==> src/hw/rtl/rtlpm_ram.sv <==
// ----------------------------------------------------------------------------
// rtlpm_ram: generic simple dual-port RAM
// One write port, one read port with registered read data.
// ----------------------------------------------------------------------------
module rtlpm_ram #(
  parameter int WIDTH = 32,
  parameter int DEPTH = 64
) (
  input  logic                                 clk,
  input  logic                                 we,
  input  logic [((DEPTH > 1) ? $clog2(DEPTH) : 1)-1:0] waddr,
  input  logic [WIDTH-1:0]                     wdata,
  input  logic                                 re,
  input  logic [((DEPTH > 1) ? $clog2(DEPTH) : 1)-1:0] raddr,
  output logic [WIDTH-1:0]                     rdata
);

  logic [WIDTH-1:0] mem [DEPTH];

  always_ff @(posedge clk) begin
    if (we) begin
      mem[waddr] <= wdata;
    end
    if (re) begin
      rdata <= mem[raddr];
    end
  end

endmodule

==> config.mk <==
export PLATFORM = sky130hd
export DESIGN_NAME = rtlpm_ram
export DESIGN_NICKNAME = d
export VERILOG_FILES = /design/src/hw/rtl/rtlpm_ram.sv
export SDC_FILE = /design/constraint.sdc
export NUM_CORES = 2
export LEC_CHECK = 0
export BUFFER_PORTS_ARGS = -buffer_cell sky130_fd_sc_hd__clkbuf_2
export CORE_MARGIN = 4
export CORE_UTILIZATION = 63
export CTS_BUF_LIST = sky130_fd_sc_hd__clkbuf_8
export CTS_CLUSTER_DIAMETER = 100
export DETAILED_ROUTE_END_ITERATION = 7
export PLACE_DENSITY_LB_ADDON = 0.1
export SLEW_MARGIN = 20
export SYNTH_ARGS = -nofsm -noshare
export SYNTH_HDL_FRONTEND = slang
export SYNTH_SLANG_ARGS = --single-unit
==> constraint.sdc <==
create_clock -name clk -period 4.5 [get_ports clk]
set_input_delay 0.225 -clock clk [delete_from_list [all_inputs] [get_ports clk]]
set_output_delay 0.225 -clock clk [all_outputs]
set_load 0.02 [all_outputs]
[Word-level counts from Yosys, hierarchy flattened]
Memories as Yosys holds them, arrays and structs flattened. A register that Yosys moved wholly into a read port is not among the register bits.
Index checks and enable logic that the tools add are counted.
Operators by class
  mux-type cells: 2
Operators by type and width (number)
  two-way mux 1 bit: 2
Word-level totals
  register bits: 0
  RAM bits: 2048
  output and inout bits: 32
  logic and storage cells: 3
  memories kept: 1
Memory list
  mem: words 64, bits a word 32, read ports 1, clocked after Yosys merged registers in 1, write ports 1, RTL line 18  | logic [WIDTH-1:0] mem [DEPTH];

[Depth between registers and ports, before layout]
  word-level depth: 2
  depth in mapped cells: 10
  mapped depth without buffers: 5

[Worst setup path before layout]
OpenSTA, ideal clock, no wires.
  path type: input-to-reg
  start point: in waddr[3] in the netlist's numbering
  end point: mem mem[48][0], enable pin
  library setup time: 0.461 ns
  data arrival time: 2.924 ns
  data required time: 4.039 ns
  path slack: 1.115 ns
  cell stages on the path: 4
  path buffers: 1
  cell sequence: clkbuf_1 > nor2b_1 > nand4b_1 > nor3_1
RTL lines
  from (decl): RTL line 11  | input logic [((DEPTH > 1) ? $clog2(DEPTH) : 1)-1:0] waddr,
  to (decl): RTL line 18
Straight into the memory's write port.

[Final worst setup path]
  start point: in waddr[1] in the netlist's numbering
  end point: mem mem[19][19], enable pin
Straight into the memory's write port.

==> reports/results.txt <==
STA classifies the critical path startpoint as an input port. The data arrival time of the worst path was 3.43 ns; the slew of the pin with the lowest slew margin was 1.120 ns. For the global-route congestion overflow total, the log shows 0. Dividing total power by cell area gives a power density of 429.2 nW/um^2. Post-CTS timing repair inserted 0 buffers for setup. The logs give 39008 for the number of global-route vias before repair and 129 for the standard-cell row count. The max-slew violation total from the final report is 0. In the final routed layout, each cell accounts on average for 36.16 um.

In the final layout, flip-flops and latches occupy 62460 um^2. Buffers inserted to repair hold after CTS numbered 32. The ratio of cells with drive above 1 in the final layout works out to 0.3112. The floorplan step set the die height to 361.7 um.

In the routed design, unresolved DRC markers number 0. The run gives 335 as the number of clock buffers inserted by TritonCTS. The run finished with clean final reports. The critical path goes through dlygate4sd3_1 > clkbuf_2 > nor2b_1 > nand3_1 > nor2_4 > buf_4. From left edge to right edge, the die measures 361.7 um.

After technology mapping, the gate count stands at 3324. Counting distinct cell types in the post-synthesis netlist gives 33. Broken down by cell family, the worst path's largest delay share belongs to simple AND/OR/NAND/NOR gates. Clock skew on the completed layout was measured at 0.04210 ns. Data on the critical path is required at its endpoint by 5.17 ns. The count of final hold-check violations was 0; the aggregate routed wire length was 203.6 mm.

The smallest clock period supported by the final layout is computed as 2.759 ns. The worst setup path is captured at a flop. The net total in the final layout is 3812. The largest area contributor in the netlist is edfxtp_1. 79 I/O pins were placed.

After filler insertion, the fill cell instance count of the layout stands at 7092. The worst hold-check path type was in -> reg. The effective utilization at floorplan is 0.6360, and the core area is 124000 um^2. The logs give 5 for the number of H-tree levels and 0.03800 W for the total power draw. The number of buffers and inverters on the critical path is 3.

The period utilization was 0.6131; the final standard cell utilization of the core was 0.7142. The first-pass GRT wire length is 287.6 mm. The number of iterations in the first detailed-routing pass came out at 8. In this run the tool buffered the top-level ports with 78 buffer cells. The area occupied by multi-input gates was 15970 um^2. The logs give 4 for the buffer levels on the longest clock path and 0.3176 for the global-route usage over all layers. The clock insertion delay at the later pin of the skew report is 1.01 ns, and the HPWL after detailed placement is 115.5 mm. TritonCTS built the clock tree.

The worst slew slack as a fraction of its limit was 0.2514. The peak ir drop on the vdd network is 309.3 uV, and the post-synthesis net count is 3371. Synthesis warning total: 0. The count of state elements after synthesis is 2080, and the area added between synthesis and finish is 12.30%. The tools report the synthesized cell area as 78840 um^2. The overall die area was 130900 um^2; the CTS sink count was 2080. The number of antenna violations at the first check in global routing was 15.

The area share of the leading cell type in the synthesized netlist was 0.7923. For this block, the initial DRC count from the detailed router was 5984. The average instance in the mapped netlist occupies 23.72 um^2.

For this run, the top clock speed supported by timing is 0.3625 GHz. The maximum number of pins on one net before global-route repair was 88; the clock-pin transition on the worst setup and hold timing paths was 0.06 ns. The clock root buffer was clkbuf_8. The biggest cell delay along the critical path came out at 0.96 ns. Once detail routing completed, the nets flagged for antenna violations numbered 0.

For the total negative slack, the log shows 0 ns. For this block, the via count after detailed routing is 38710. The sequential fraction of the synthesis area was 0.7923; the biggest fanout along the worst timing path was 17. Setup repair after global routing left no endpoint under its margin.

Post-CTS repair changed the size of 0 cells. The max-capacitance violation count was 0; the number of vias per cell after detailed routing was 6.877. At the end of routability-driven placement, the weighted congestion stood at 0.8317.

For the number of failing setup endpoints in the final timing report, the log shows 0. The cell at the slowest stage of the critical path is nor2_4. After synthesis, the cell types taking the most area are edfxtp_1, mux4_2, mux2i_1, o22ai_1, nor2_1.

The kind of critical path was in -> reg. Summed over all cells, the static leakage comes to 28.18 nW.
-- worst min-delay path, delay by kind of cell --
kind	cells	cell delay (ns)
simple gates	2	0.33
buf+inv	1	0.40
compound gates	1	0.09
-- cell families (layout without fill, tap and decap cells) --
group / Yosys count / in the layout / share of synthesized area
other: 0 / 10 / 0
and+or+nand+nor: 223 / 223 / 0.01260
DFF: 2080 / 2080 / 0.7923
AOI/OAI and AO/OA: 202 / 202 / 0.01666
buffers and inverters: 182 / 840 / 0.01124
muxes: 637 / 637 / 0.1672
-- worst paths after layout --
path | depth (start not counted) | startpoint | end | slack (ns)
setup reg to reg | 4 | mem[31][13] | rdata[13] | 1.96
setup / recovery | 6 | waddr[1] | mem[19][19] | 1.74
hold reg to reg | 4 | mem[12][4] | rdata[4] | 0.88
hold / removal | 4 | raddr[5] | rdata[18] | 0.16
-- placed cells by master (no fill, tap or decap), drive strengths merged --
cell type and instances:
or3 3, edfxtp 2080, o32ai 4, nand3 5, buf 180, bufinv 7, mux2i 93, and3 4
o22ai 84, diode 10, mux4 544, a31oi 1, and2 2, nor2b 15, or3b 5, clkinvlp 3
a311oi 8, dlygate4sd3 36, nand3b 5, clkbuf 409, o221ai 27, nor2 137, inv 109, a22oi 12
a41o 4, nor3 7, or2 3, clkinv 96, nand4b 1, nand4 2, nand2 26, nand2b 8
a21oi 62
-- synthesized netlist by cell type --
cell / instances
edfxtp_1: 2080
mux4_2: 544
nor2_1: 137
mux2i_1: 93
o22ai_1: 84
clkbuf_1: 74
a21oi_1: 62
buf_2: 57
o221ai_1: 27
nand2_1: 26
buf_4: 25
buf_1: 21
nor2b_1: 15
a22oi_1: 12
a311oi_1: 8
nand2b_1: 8
nor3_1: 7
buf_6: 5
nand3_1: 5
nand3b_1: 5
a41o_1: 4
and3_1: 4
o32ai_1: 4
or3_1: 3
or3b_2: 3
and2_1: 2
nand4_1: 2
or3b_1: 2
a31oi_1: 1
nand4b_1: 1
or2_0: 1
or2_1: 1
or2_2: 1
-- power by group --
group	internal (W)	total, W	switching [W]
sequential	0.0215	0.0216	0.0000858
clock	0.00733	0.0143	0.00701
combinational	0.000745	0.00206	0.00132
-- cell type report --
class / instances / area share
repair buffers: 286 / 0.02617
multi-input cells: 1062 / 0.1804
flip-flops and latches: 2080 / 0.7055
clock buffers: 339 / 0.05270
clock inverters: 215 / 0.01177
well taps: 1637 / 0.02314
diodes: 10 / 0.0002827
-- registers in the layout (all words and copies together), names as in the netlist --
name and cells:
mem 2048, rdata 32
-- metal layers --
| metal | up-vias | global-route usage | wire, um |
|---|---|---|---|
| met5 | - | 0 | 37 |
| met4 | 6 | 0.09276 | 5552 |
| met3 | 314 | 0.08189 | 26060 |
| met2 | 2650 | 0.4783 | 95480 |
| met1 | 20545 | 0.4753 | 76430 |
| li1 | 15195 | - | - |
-- through the flow --
| step | hold slack (ns) | std cells | worst slack (ns) | instance area [um^2] |
|---|---|---|---|---|
| floorplan | 0.3239 | 3324 | 1.115 | 78840 |
| global placement | 0.6910 | 5027 | 0.8351 | 82380 |
| detailed placement | 0.6838 | 5028 | 0.9143 | 82400 |
| CTS | 0.02041 | 5614 | 1.906 | 88430 |
| global route | 0.1339 | 5621 | 1.728 | 88510 |
| finish | 0.1608 | 5629 | 1.741 | 88530 |
No activity file was read; power rests on OpenSTA's default activity.
